$ cat src/rtl/core/tlfo_pkg.sv
package tlfo_pkg;

    localparam int OUT_FIELDS       = 7;
    localparam int NUM_CHANNELS_DEF = 7;
    localparam int CH_X_W           = 4;

    localparam int CV_W      = 17;
    localparam int GAIN_W    = 16;
    localparam int BASE_W    = 23;
    localparam int SCALE_W   = 37;
    localparam int MULT_W    = 15;
    localparam int MULTS_W   = 45;
    localparam int LVL_W     = 17;
    localparam int PHASE_W   = 33;
    localparam int PROD_W    = 33;
    localparam int DELTA_W   = 26;
    localparam int RM_W      = 38;
    localparam int ACC_W     = 75;
    localparam int SCALE_LO  = 19;

    localparam int CFG_IDX_W  = 3;
    localparam int CFG_DATA_W = 45;

    localparam logic [CFG_IDX_W-1:0] REG_BASE_RATE    = 3'd0;
    localparam logic [CFG_IDX_W-1:0] REG_CV_GAIN      = 3'd1;
    localparam logic [CFG_IDX_W-1:0] REG_STEP_SCALE   = 3'd2;
    localparam logic [CFG_IDX_W-1:0] REG_BIPOLAR      = 3'd3;
    localparam logic [CFG_IDX_W-1:0] REG_MULTS_FIRST  = 3'd4;
    localparam logic [CFG_IDX_W-1:0] REG_MULTS_NEXT   = 3'd5;
    localparam logic [CFG_IDX_W-1:0] REG_MULT_LAST    = 3'd6;

    localparam logic [BASE_W-1:0]  RST_BASE_RATE  = 23'd65536;
    localparam logic [SCALE_W-1:0] RST_STEP_SCALE = 37'd11728124030;
    localparam logic [MULT_W-1:0]  RST_MULT       = 15'd1024;

    localparam logic signed [26:0] RATE_MIN = 27'sd655;
    localparam logic signed [26:0] RATE_MAX = 27'sd6553600;

    localparam logic signed [34:0] UNIT_PHASE   = 35'sd4294967296;
    localparam logic signed [34:0] DOUBLE_PHASE = 35'sd8589934592;
    localparam logic [PHASE_W-1:0] UNIT_STEP    = 33'h1_0000_0000;
    localparam logic [48:0]        LVL_ROUND    = 49'd2147483648;
    localparam logic [LVL_W-1:0]   BIPOLAR_OFFSET = 17'd20480;

    typedef struct packed {
        logic take_in;
        logic scale;
        logic rate;
        logic mulr;
        logic mul0;
        logic mul1;
        logic upd;
        logic lvl;
        logic publish;
    } t_dp_cmd;

    typedef struct packed {
        logic last_ch;
    } t_dp_sts;

endpackage

$ cat src/rtl/core/tlfo_ctrl.sv
module tlfo_ctrl (
    input  logic              i_clk,
    input  logic              i_rst_n,
    input  logic              i_in_valid,
    output logic              o_in_stall,
    output logic              o_out_valid,
    input  logic              i_out_stall,
    input  tlfo_pkg::t_dp_sts i_sts,
    output tlfo_pkg::t_dp_cmd o_cmd
);

    localparam logic [3:0] S_IDLE  = 4'd0;
    localparam logic [3:0] S_SCALE = 4'd1;
    localparam logic [3:0] S_RATE  = 4'd2;
    localparam logic [3:0] S_MULR  = 4'd3;
    localparam logic [3:0] S_MUL0  = 4'd4;
    localparam logic [3:0] S_MUL1  = 4'd5;
    localparam logic [3:0] S_UPD   = 4'd6;
    localparam logic [3:0] S_LVL   = 4'd7;
    localparam logic [3:0] S_DONE  = 4'd8;

    logic [3:0] r_state;
    logic [3:0] n_state;
    logic       r_out_valid;
    logic       n_out_valid;

    always_comb begin
        n_state = r_state;
        o_cmd   = '0;
        unique case (r_state)
            S_IDLE: begin
                o_cmd.take_in = i_in_valid;
                if (i_in_valid) begin
                    n_state = S_SCALE;
                end
            end
            S_SCALE: begin
                o_cmd.scale = 1'b1;
                n_state     = S_RATE;
            end
            S_RATE: begin
                o_cmd.rate = 1'b1;
                n_state    = S_MULR;
            end
            S_MULR: begin
                o_cmd.mulr = 1'b1;
                n_state    = S_MUL0;
            end
            S_MUL0: begin
                o_cmd.mul0 = 1'b1;
                n_state    = S_MUL1;
            end
            S_MUL1: begin
                o_cmd.mul1 = 1'b1;
                n_state    = S_UPD;
            end
            S_UPD: begin
                o_cmd.upd = 1'b1;
                n_state   = S_LVL;
            end
            S_LVL: begin
                o_cmd.lvl = 1'b1;
                n_state   = i_sts.last_ch ? S_DONE : S_MULR;
            end
            S_DONE: begin
                if (!r_out_valid || !i_out_stall) begin
                    o_cmd.publish = 1'b1;
                    n_state       = S_IDLE;
                end
            end
            default: begin
                n_state = S_IDLE;
            end
        endcase
    end

    always_comb begin
        n_out_valid = r_out_valid;
        if (r_out_valid && !i_out_stall) begin
            n_out_valid = 1'b0;
        end
        if (o_cmd.publish) begin
            n_out_valid = 1'b1;
        end
    end

    always_ff @(posedge i_clk) begin
        if (!i_rst_n) begin
            r_state     <= S_IDLE;
            r_out_valid <= 1'b0;
        end else begin
            r_state     <= n_state;
            r_out_valid <= n_out_valid;
        end
    end

    assign o_in_stall  = (r_state != S_IDLE);
    assign o_out_valid = r_out_valid;

    a_accept_starts: assert property (@(posedge i_clk) disable iff (!i_rst_n)
        (r_state == S_IDLE && i_in_valid) |=> (r_state == S_SCALE))
        else $error("accepted word did not start the rate pass");

    a_loop_back: assert property (@(posedge i_clk) disable iff (!i_rst_n)
        (r_state == S_LVL && !i_sts.last_ch) |=> (r_state == S_MULR))
        else $error("channel loop ended early");

    a_publish_safe: assert property (@(posedge i_clk) disable iff (!i_rst_n)
        o_cmd.publish |-> (!r_out_valid || !i_out_stall))
        else $error("result overwritten while stalled");

    a_publish_shows: assert property (@(posedge i_clk) disable iff (!i_rst_n)
        o_cmd.publish |=> r_out_valid)
        else $error("published result not presented");

endmodule

$ cat config.mk
export PLATFORM = sky130hd
export DESIGN_NAME = tlfo_ctrl
export DESIGN_NICKNAME = d
export VERILOG_FILES = /design/src/rtl/core/tlfo_pkg.sv /design/src/rtl/core/tlfo_ctrl.sv
export SDC_FILE = /design/constraint.sdc
export NUM_CORES = 1
export LEC_CHECK = 0
export BUFFER_PORTS_ARGS = -buffer_cell sky130_fd_sc_hd__buf_2
export CORE_AREA = 5 5 42 44
export DETAILED_ROUTE_END_ITERATION = 10
export DIE_AREA = 0 0 47 49
export SLEW_MARGIN = 30
export SYNTH_ARGS = -nofsm -noshare
export SYNTH_HDL_FRONTEND = slang
export SYNTH_SLANG_ARGS = --single-unit
$ cat constraint.sdc
create_clock -name i_clk -period 1.5 [get_ports i_clk]
set_clock_uncertainty 0.05 [all_clocks]
set_input_delay 0.075 -clock i_clk [delete_from_list [all_inputs] [get_ports i_clk]]
set_output_delay 0.075 -clock i_clk [all_outputs]
set_load 0.05 [all_outputs]
# Yosys cells after proc, flatten, opt, wreduce, memory -nomap -nowiden
# Index checks and enable logic that the tools add are counted.
# op_classes
n_eq_ne	10
muxes	16
n_reduce_logical	8
# ops
cell	count
4-bit one-hot mux with 9 select lines	1
4-bit by 3-bit == test with 1-bit output, second input constant	4
1-bit two-way mux	12
4-bit two-way mux	3
4-bit by 2-bit == test with 1-bit output, second input constant	2
4-bit by 1-bit == test with 1-bit output, second input constant	1
4-bit == test, second input constant	1
4-bit logical NOT	1
2-bit inequality test, second input constant	2
4-bit nonzero test	1
1-bit logical NOT	2
2-bit AND reduction	1
2-bit nonzero test	1
1-bit logical AND	1
1-bit logical OR	1
# word_totals
ff_bits	5
out_inout_bits	11

# Longest topological paths before layout
# Gate-level depths: netlist (run 1).
# depth
word_depth	5
ltp_mapped	4

# Worst setup path before layout (run 1)
# No wires, ideal clock.
# synth_path
path_type	register to output
startpoint	register r_state[0]
endpoint	output o_cmd[7] (netlist name)
arrival_ns	1.803
setup_slack_ns	-0.428
path_stages_with_launch	4
n_path_buf	1
cell_sequence	dfxtp_1 -> buf_6 -> or2b_2 -> nor3_1
# synth_rtl
element	line_no	source
from (decl)	tlfo_ctrl.sv:22	logic [3:0] r_state;
from (signal assigned)	tlfo_ctrl.sv:92	r_state <= n_state;
to (decl)	tlfo_ctrl.sv:9	output tlfo_pkg::t_dp_cmd o_cmd

==> results of run 1 <==
state kept, by name (all words and copies together), names as in the netlist:
| signal | count |
|---|---|
| r_state | 4 |
| o_out_valid | 1 |
repair_timing:
action / in CTS / in global routing
endpoints found under the hold margin: 0 / 0
endpoints found under the setup margin: 7 / 8
buffers inserted: 2 / 0
pin swaps: 2 / 2
gates resized for setup: 15 / 5
through the flow:
step	instance area [sq um]	worst slack [ps]	cells	util
final	543.0	-20.99	78	0.3875
after floorplan	336.6	-62.46	39	-
after global placement	442.9	124.9	72	0.3161
after CTS	528.0	-31.18	78	0.3768
after detailed placement	442.9	110.6	72	0.3161
after global routing	543.0	-77.69	78	0.3875
layer usage:
layer | vias to the layer above | wire, microns | track usage
li1 | 178 | - | -
met1 | 156 | 309 | 0.09890
met2 | 6 | 414 | 0.1222
met3 | 2 | 51 | 0.05535
met4 | 0 | 10 | 0.04147
met5 | - | 0 | 0
final timing paths:
path                                  start          end  slack, ps  depth (start not counted)
worst min register to register  o_out_valid  o_out_valid        530                          2
worst min-delay path                i_rst_n   r_state[3]         50                          2
worst max register to register   r_state[1]   r_state[3]         60                          3
worst max-delay path             r_state[1]     o_cmd[0]        -20                          3
power by group through the flow:
stage	combinational [W]	clock (W)	sequential, W
2_1_floorplan	0.000140	0	0.000154
3_3_place_gp	0.000183	0	0.000150
3_5_place_dp	0.000184	0	0.000150
4_1_cts	0.000211	0.000159	0.000148
5_1_grt	0.000233	0.000185	0.000149
6_report	0.000219	0.000155	0.000149
cell families after synthesis:
kind of cell           after synthesis  synth area share
XOR/XNOR                             1           0.02835
AO/OA/AOI/OAI                        5            0.1093
AND/OR/NAND/NOR                     24            0.4535
flip-flops                           5            0.3239
buffers and inverters                4           0.08504
placed cells by master, fill, tap and decap left out:
cell | Yosys | routed
or2b_4 | 0 | 1
nand2b_1 | 3 | 3
o21ai_0 | 1 | 1
nor3_2 | 0 | 4
clkinv_2 | 0 | 1
inv_1 | 2 | 2
a21oi_2 | 0 | 1
nor2_4 | 1 | 2
xor2_1 | 1 | 1
a21boi_0 | 1 | 1
or4b_4 | 1 | 1
a21oi_1 | 2 | 1
buf_2 | 0 | 8
nor3_1 | 6 | 2
dfxtp_1 | 5 | 3
nor4b_1 | 1 | 1
o221a_1 | 1 | 1
nor2_2 | 0 | 2
nand2_1 | 3 | 3
nor2_1 | 7 | 4
clkbuf_4 | 0 | 3
buf_6 | 1 | 7
or4_4 | 1 | 1
buf_4 | 1 | 6
dfxtp_2 | 0 | 2
final cells by class:
type                            instances  area [sq um]
Inverter                                2         7.507
Clock inverter                          1         5.005
Sequential cell                         5         102.6
Timing Repair Buffer                   21         163.9
Tap cell                               16         20.02
Multi-Input combinational cell         30         221.5
Clock buffer                            3         22.52
Fill cell                             154         858.3
==> summary.txt, run 1 <==
Status
  – Status: complete, but fails checks
  – Failing checks: negative setup slack

Place
  – IO buf count: 15
  – Post-DP HPWL: 614.3 microns
  – GPL Wtd Cong: 0.6912

Pwr
  – Pwr per Cell Area: 963.5 nW/um^2
  – Static leakage: 0.2537 nW
  – Clock power share: 0.297
  – Int Power: 0.0003233 W
  – Combinational Power Share: 0.418
  – Reg power frac: 0.285
  – Max VDD drop: 0.5308 mV
  – NetSw: 0.0001999 W
  – Net Sw Frac: 0.3820
  – Power Total: 0.0005232 W

Yosys
  – Number of synthesized flops with an enable pin: 0
  – Synth area leaders: dfxtp_1, nor3_1, nor2_1
  – Mapped Cells: 39
  – Ys flop type: dfxtp_1
  – Synth Net Count: 44
  – Ys Warns: 0
  – Post-synthesis instance area: around 310 sq um
  – Async S/R FF share, synth: 0
  – Synth area leader: dfxtp_1
  – Count of cell types in the netlist: 18
  – Count leader, synth: nor2_1
  – Synthesized flop and latch total: 5
  – Share of the synthesized area in the top cell type: 0.3239
  – Top cells by count, synth: nor2_1, nor3_1, dfxtp_1
  – Mapped Avg Cell Area: 7.924 sq um
  – Register area share after synthesis: 0.3239

Drt
  – DRT Pass-1 Iters: 4
  – Post-DR wirelength/cell: 10.05 microns
  – Via count: 342
  – First DRT Iteration DRCs: 3
  – Post-Route WL: 784 microns
  – Routed vias/inst: roughly 4.4
  – Drt drc: 0
  – Routed Antenna Nets: 0

Clock network
  – Clk_lat worst skew: 240 ps
  – Clock tree buffer depth: 2
  – Root buffer selected by CTS: clkbuf_4
  – CTS Buf Count: 3
  – CTS tree: built
  – H-tree levels: 1
  – Clock Pin Slew Worst Setup and Hold Paths: 50 ps
  – # hold bufs at CTS: 0
  – CTS sink count: 5

Timing
  – Least-Margin Pin Slew: approximately 260 ps
  – Relative slew slack: 0.8220
  – Setup ws final: -20.99 ps
  – Final setup viols: 2
  – Final worst path period need: 1521 ps
  – Hold_ws: 52.53 ps
  – Final hold vios: 0
  – Total negative setup slack: -40.97 ps
  – RSZ-0062 raised after global routing: true
  – Crit share post-route: 1.014
  – F_max: roughly 0.66 GHz
  – Final number of max-transition violations: 0

Floorplan
  – IO Count: 16
  – Placeable Area: 1401 sq um
  – Starting Density: 0.2205
  – Site Rows: 14
  – Die area: roughly 2300 sq um
  – Die height: 49 microns
  – Die X: 47 microns

Cells and area
  – Share of cells above drive strength 1: 0.6290
  – Nets: 68
  – Area added between synthesis and finish: 75.71%
  – Inserted Diodes: 0

Worst setup path
  – CP delay by family, top: simple AND/OR/NAND/NOR gates
  – Worst Path Required: 1370 ps
  – Crit-path max cell delay: 540 ps
  – WP data arrival: 1400 ps
  – CP max FO: 3
  – Slowest-stage cell, CP: or4b_4
  – Setup Crit Path Kind: register to output pin
  – Critical path endpoint category: output pin
  – Worst path cell trace: or4b_4 -> a21oi_2 -> buf_6
  – Critical path startpoint category: register
  – Crit path buffers/inverters: 1

GRT
  – First-pass GRT wire length: about 1.4 mm
  – Initial antenna violation count: 0
  – Grt ovf: 0
  – Largest net degree at the start of global routing: 8
  – Vias in the first global route: 334
  – Gr usage total: 0.08662

Flow run
  – Max cap viols: 0

Hold path
  – Hold WC Path Type: input port to register
Note: power is estimated with default switching activity, not from simulation.
==> run 2: changes to the inputs <==
==> constraint.sdc (replaced) <==
create_clock -name i_clk -period 1.5 [get_ports i_clk]
set_clock_uncertainty 0.05 [all_clocks]
set_input_delay 0.3 -clock i_clk [delete_from_list [all_inputs] [get_ports i_clk]]
set_output_delay 0.3 -clock i_clk [all_outputs]
set_load 0.05 [all_outputs]
==> run 2 against run 1 <==
The flow still finishes with violations (negative setup slack). Routed wire length up 7.8%. Flip-flop and latch count is the same. Global-route usage up 0.29 points. Sequential share of layout area down 2.1 points. Largest power group unchanged. Critical path depth stayed put. Clock power shrank 4%. Critical endpoint unchanged. Worst setup slack worse by 220 ps. Design area increased by 15%. Highest routed layer is now met3.
==> summary.txt, run 2 (same netlist as run 1, synthesis figures left out) <==
Pwr
  – Net Sw Frac: 0.3767
  – Clock power share: 0.269
  – NetSw: 0.0002087 W
  – Combinational Power Share: 0.459
  – Int Power: 0.0003452 W
  – Static leakage: 0.2519 nW
  – Reg power frac: 0.273
  – Pwr per Cell Area: 887.2 nW/um^2
  – Max VDD drop: 0.3975 mV

Worst setup path
  – Critical path startpoint category: register
  – WP data arrival: approximately 1400 ps
  – Worst Path Required: ~1200 ps
  – Critical path endpoint category: output pin
  – CP max FO: 3
  – Setup Crit Path Kind: register to output pin

Timing
  – Crit share post-route: 1.160
  – Final setup viols: 8
  – Total negative setup slack: -744.2 ps
  – Final number of max-transition violations: 0
  – Relative slew slack: 0.8173
  – Least-Margin Pin Slew: 270.2 ps
  – Final worst path period need: 1740 ps
  – RSZ-0062 raised after global routing: true
  – Setup ws final: -240.1 ps
  – Final hold vios: 0
  – F_max: roughly 0.57 GHz

Drt
  – Post-DR wirelength/cell: ~11 microns
  – Via count: 353
  – First DRT Iteration DRCs: 2
  – Routed Antenna Nets: 0
  – Post-Route WL: 845 microns
  – DRT Pass-1 Iters: 4
  – Drt drc: 0
  – Routed vias/inst: ~4.5

Clock network
  – Clock Pin Slew Worst Setup and Hold Paths: 40 ps
  – CTS sink count: 5
  – Root buffer selected by CTS: clkbuf_4
  – Clock tree buffer depth: 2
  – CTS tree: built
  – CTS Buf Count: 3
  – Clk_lat worst skew: 230 ps
  – H-tree levels: 1

Cells and area
  – Nets: just under 70
  – Inserted Diodes: 0
  – Area added between synthesis and finish: 102.0%
  – Share of cells above drive strength 1: 0.7097
  – Commonest non-fill, non-tap cell in the layout: buf_6
  – Filler Cell Count: 143
  – Commonest non-fill, non-tap cells in the layout: buf_6, nor2_4, buf_2, buf_4, dfxtp_2
  – Largest register FFs: 4
  – Final Cell Area: 624.3 sq um
  – Biggest register: r_state
  – Util after Layout: 0.4455

GRT
  – Grt ovf: 0
  – Largest net degree at the start of global routing: 7
  – Gr usage total: 0.08950
  – Vias in the first global route: approximately 340
  – First-pass GRT wire length: approximately 1.5 mm
  – Initial antenna violation count: 0

Status
  – Status: complete, but fails checks
  – Failing checks: negative setup slack

Floorplan
  – Die X: 47 microns
  – Placeable Area: 1401 sq um
  – Site Rows: 14
  – Starting Density: 0.2205
  – Die area: 2303 sq um
  – Die height: slightly below 50 microns
  – IO Count: 16

Place
  – Post-DP HPWL: 665.8 microns
  – GPL Wtd Cong: approximately 0.67
  – Cell Area, Placed: 483.0 sq um
  – IO buf count: 15

Hold path
  – Hold WC Path Type: input port to register

Flow run
  – Max cap viols: 0
==> run 2: changes by cell type in the layout (fill, tap and decap cells not counted), sizes merged <==
| cell | before | now |
|---|---|---|
| clkinv | 1 | 0 |
| clkbuf | 3 | 4 |
==> run 2: layout make-up <==
type	instances	area (sq um)	area share
Multi-Input combinational cell	30	275.3	0.4409
Timing Repair Buffer	21	190.2	0.3046
Sequential cell	5	105.1	0.1683
Clock buffer	4	26.28	0.04208
Tap cell	16	20.02	0.03206
Inverter	2	7.507	0.01202
==> run 2: worst paths after layout <==
kind	from	endpoint	slack [ps]	cells after the start
worst max-delay path	r_state[1]	o_cmd[0]	-240	3
worst min-delay path	i_rst_n	r_state[3]	290	2
worst max register to register	r_state[3]	r_state[3]	40	3
worst min register to register	o_out_valid	o_out_valid	540	2
==> run 2: worst max-delay path, stage by stage (launching register included) <==
cell and delay (ps):
dfxtp_2 320, or4b_4 540, a21oi_2 130, buf_6 170
==> run 2: power groups by stage <==
stage | sequential, W | combinational, W | clock (W)
floorplan | 0.000156 | 0.000152 | 0
global placement | 0.000151 | 0.000206 | 0
finish | 0.000151 | 0.000254 | 0.000149
detailed placement | 0.000151 | 0.000207 | 0
global route | 0.000152 | 0.000269 | 0.000164
CTS | 0.000150 | 0.000249 | 0.000160
==> run 2: what timing repair did <==
item	4_1_cts	5_1_grt
gates cloned	0	0
pin swaps	1	3
setup endpoints to repair	10	10
gates resized for setup	27	6
buffers inserted	1	1
hold buffers	0	0
==> run 2: layer usage <==
metal | up-vias | wire (microns) | track usage
met3 | 0 | 27 | 0.01476
met2 | 3 | 502 | 0.1538
met4 | 0 | 0 | 0.06912
met1 | 167 | 315 | 0.08811
met5 | - | 0 | 0
li1 | 183 | - | -
==> run 2: stage by stage <==
| step | instances | hold slack, ps | worst slack, ps | power (W) |
|---|---|---|---|---|
| 2_1_floorplan | 39 | 391.9 | -211.0 | 0.0003078 |
| 3_3_place_gp | 73 | 526.4 | -98.08 | 0.0003564 |
| 3_5_place_dp | 73 | 539.4 | -109.7 | 0.0003577 |
| 4_1_cts | 78 | 287.5 | -257.9 | 0.0005592 |
| 5_1_grt | 78 | 292.6 | -291.1 | 0.0005849 |
| 6_report | 78 | 290.4 | -240.1 | 0.0005539 |
==> run 3: changes to the inputs <==
- ABC_AREA: not set -> 1
- CTS_BUF_LIST: not set -> sky130_fd_sc_hd__clkbuf_16
- RECOVER_POWER: not set -> 25
==> run 3 against run 2 <==
The flow now finishes without violations. Flip-flop and latch count unchanged. Sequential share of layout area up 1.8 points. Utilization down 0.36 points. Highest routed layer is now met4. Clock power rose to 2.9 times the previous value. Design area down 0.80%. Via count up 3.7%. Maximum frequency up 17%. Routed wire length unchanged. First-iteration DRC count rose to 4.0 times the previous value. Critical endpoint unchanged. Sequential power up 15%. Non-clock buffer count down 5.
==> summary.txt, run 3 <==
Status
  – Status: completed

Clock network
  – Clock Pin Slew Worst Setup and Hold Paths: 30 ps
  – Post CTS Setup Buffer Count: 0
  – Clk_lat worst skew: 230 ps
  – # hold bufs at CTS: 0
  – Root buffer selected by CTS: clkbuf_16
  – CTS sink count: 5
  – CTS tree: built
  – H-tree levels: 1
  – CTS Buf Count: 3
  – Clock tree buffer depth: 2

Yosys
  – Number of synthesized flops with an enable pin: 0
  – Adder-cell share of the synthesized area: 0
  – Count of cell types in the netlist: 14
  – Ys flop type: dfxtp_1
  – XOR/XNOR share of the synthesized area: 0
  – Simple-gate share of the synthesized area: 0.4291
  – Mux share of post-synthesis cell area: 0
  – Share of the synthesized area in the top cell type: 0.3150
  – Top cells by count, synth: nand2_1, inv_1, nor2_1
  – Count leader, synth: nand2_1
  – Post-synthesis instance area: 317.8 sq um
  – Synth area leader: dfxtp_1
  – Ys Warns: 0
  – Synthesized flop and latch total: 5
  – Synth Area in Compound Gates: 0.07874
  – Mapped Avg Cell Area: 6.112 sq um
  – Synth Net Count: 57
  – Async S/R FF share, synth: 0
  – Main combinational cell family by area after synthesis: simple AND/OR/NAND/NOR gates
  – Mapped Cells: 52
  – Register area share after synthesis: 0.3150
  – Synth area leaders: dfxtp_1, nand2_1, inv_1

Worst setup path
  – CP max FO: 5
  – Worst Path Required: between 1000 and 1500 ps
  – Critical path endpoint category: output pin
  – Setup Crit Path Kind: register to output pin
  – WP data arrival: 1140 ps
  – Worst Reg-to-Reg Cells: 6
  – Critical path startpoint category: register

Cells and area
  – Footprint of the multi-input gates: slightly above 200 sq um
  – Share of cells above drive strength 1: 0.5634
  – Final Cell Area: slightly above 600 sq um
  – Inserted Diodes: 0
  – Largest register FFs: 4
  – Nets: slightly below 80
  – Area added between synthesis and finish: 94.88%
  – Final std cells w/o fill: 87
  – Biggest register: r_state
  – Register area: between 100 and 150 sq um
  – Commonest non-fill, non-tap cells in the layout: nand2_1, inv_1, buf_6
  – Filler Cell Count: 158

Place
  – IO buf count: 15
  – Placement Setup Slack: 114.8 ps
  – Post-DP HPWL: between 600 and 700 microns
  – GPL Wtd Cong: 0.7588
  – Cell Area, Placed: 427.9 sq um
  – Inst Count DP: 83

Timing
  – Final hold vios: 0
  – Total negative setup slack: 0 ps
  – F_max: 0.6733 GHz
  – Setup ws final: between 10 and 15 ps
  – Hold_ws: 304.3 ps
  – Crit share post-route: 0.9902
  – Final setup viols: 0
  – Relative slew slack: 0.8337
  – Final number of max-transition violations: 0
  – Least-Margin Pin Slew: around 250 ps
  – Final worst path period need: 1485 ps
  – RSZ-0062 raised after global routing: true

Pwr
  – Static leakage: 0.3135 nW
  – Clock power share: 0.499
  – Net Sw Frac: 0.3324
  – Max VDD drop: 0.5741 mV
  – Combinational Power Share: 0.303
  – Int Power: 0.0005825 W
  – NetSw: 0.0002900 W
  – Reg power frac: 0.198
  – Pwr per Cell Area: 1409 nW/um^2

GRT
  – First-pass GRT wire length: about 1.4 mm
  – Vias in the first global route: between 300 and 400
  – Largest net degree at the start of global routing: 7
  – Initial antenna violation count: 0
  – Grt ovf: 0
  – Gr usage total: 0.08527

Floorplan
  – Placeable Area: 1401 sq um
  – Die height: 49 microns
  – Die area: 2303 sq um
  – IO Count: 16
  – Die X: 47 microns
  – Site Rows: 14
  – Starting Density: 0.2268

Drt
  – Post-DR wirelength/cell: 9.713 microns
  – Routed vias/inst: roughly 4.2
  – Post-Route WL: 845 microns
  – Drt drc: 0
  – Routed Antenna Nets: 0
  – Via count: 366
  – DRT Pass-1 Iters: 4
  – First DRT Iteration DRCs: 8

Hold path
  – Worst Hold Depth: 3
  – Hold WC Path Type: input port to register

Flow run
  – Max cap viols: 0
run 3: kinds of logic after synthesis:
group,after synthesis
and+or+nand+nor,29
AOI/OAI and AO/OA,4
buffers and inverters,14
DFF,5
run 3: final timing paths:
path,startpoint,end,slack [ps]
setup reg to reg,r_state[2],r_state[3],500
setup / recovery,r_state[1],o_cmd[0],10
hold / removal,i_out_stall,o_out_valid,300
hold reg to reg,o_out_valid,o_out_valid,430
run 3: area by class of cell:
class / instances / share of cell area
Multi-Input combinational cell: 33 / 0.3313
Timing Repair Buffer: 16 / 0.2404
Sequential cell: 5 / 0.1859
Clock buffer: 3 / 0.1212
Inverter: 13 / 0.08283
Tap cell: 16 / 0.03232
Clock inverter: 1 / 0.006061
run 3: worst max-delay path: stages, from the launching register on:
cell and delay (ps):
dfxtp_4 360, nor2_4 160, nand2_1 90, nor2_1 130, buf_6 170
run 3: routing by layer:
layer | vias up | track usage | share of wire
met4 | 0 | 0.08295 | 0.027
li1 | 194 | - | -
met5 | - | 0 | 0
met1 | 157 | 0.08370 | 0.39
met2 | 13 | 0.1199 | 0.47
met3 | 2 | 0.04428 | 0.11
run 3: power by group through the flow:
stage                     sequential (W)  clock (W)  combinational [W]
after floorplan                 0.000160          0           0.000175
after global placement          0.000164          0           0.000216
after detailed placement        0.000163          0           0.000218
after CTS                       0.000167   0.000441           0.000243
after global routing            0.000175   0.000453           0.000284
final                           0.000173   0.000435           0.000264
run 3: repair_timing:
item	in CTS	in global routing
pin swaps	0	4
endpoints found under the setup margin	10	9
gates resized for setup	17	23
run 3: through the flow:
step | utilization | total power [W]
floorplan | - | 0.0003349
global route | 0.4420 | 0.0009118
global placement | 0.3054 | 0.0003803
CTS | 0.3920 | 0.0008512
finish | 0.4420 | 0.0008725
detailed placement | 0.3054 | 0.0003817
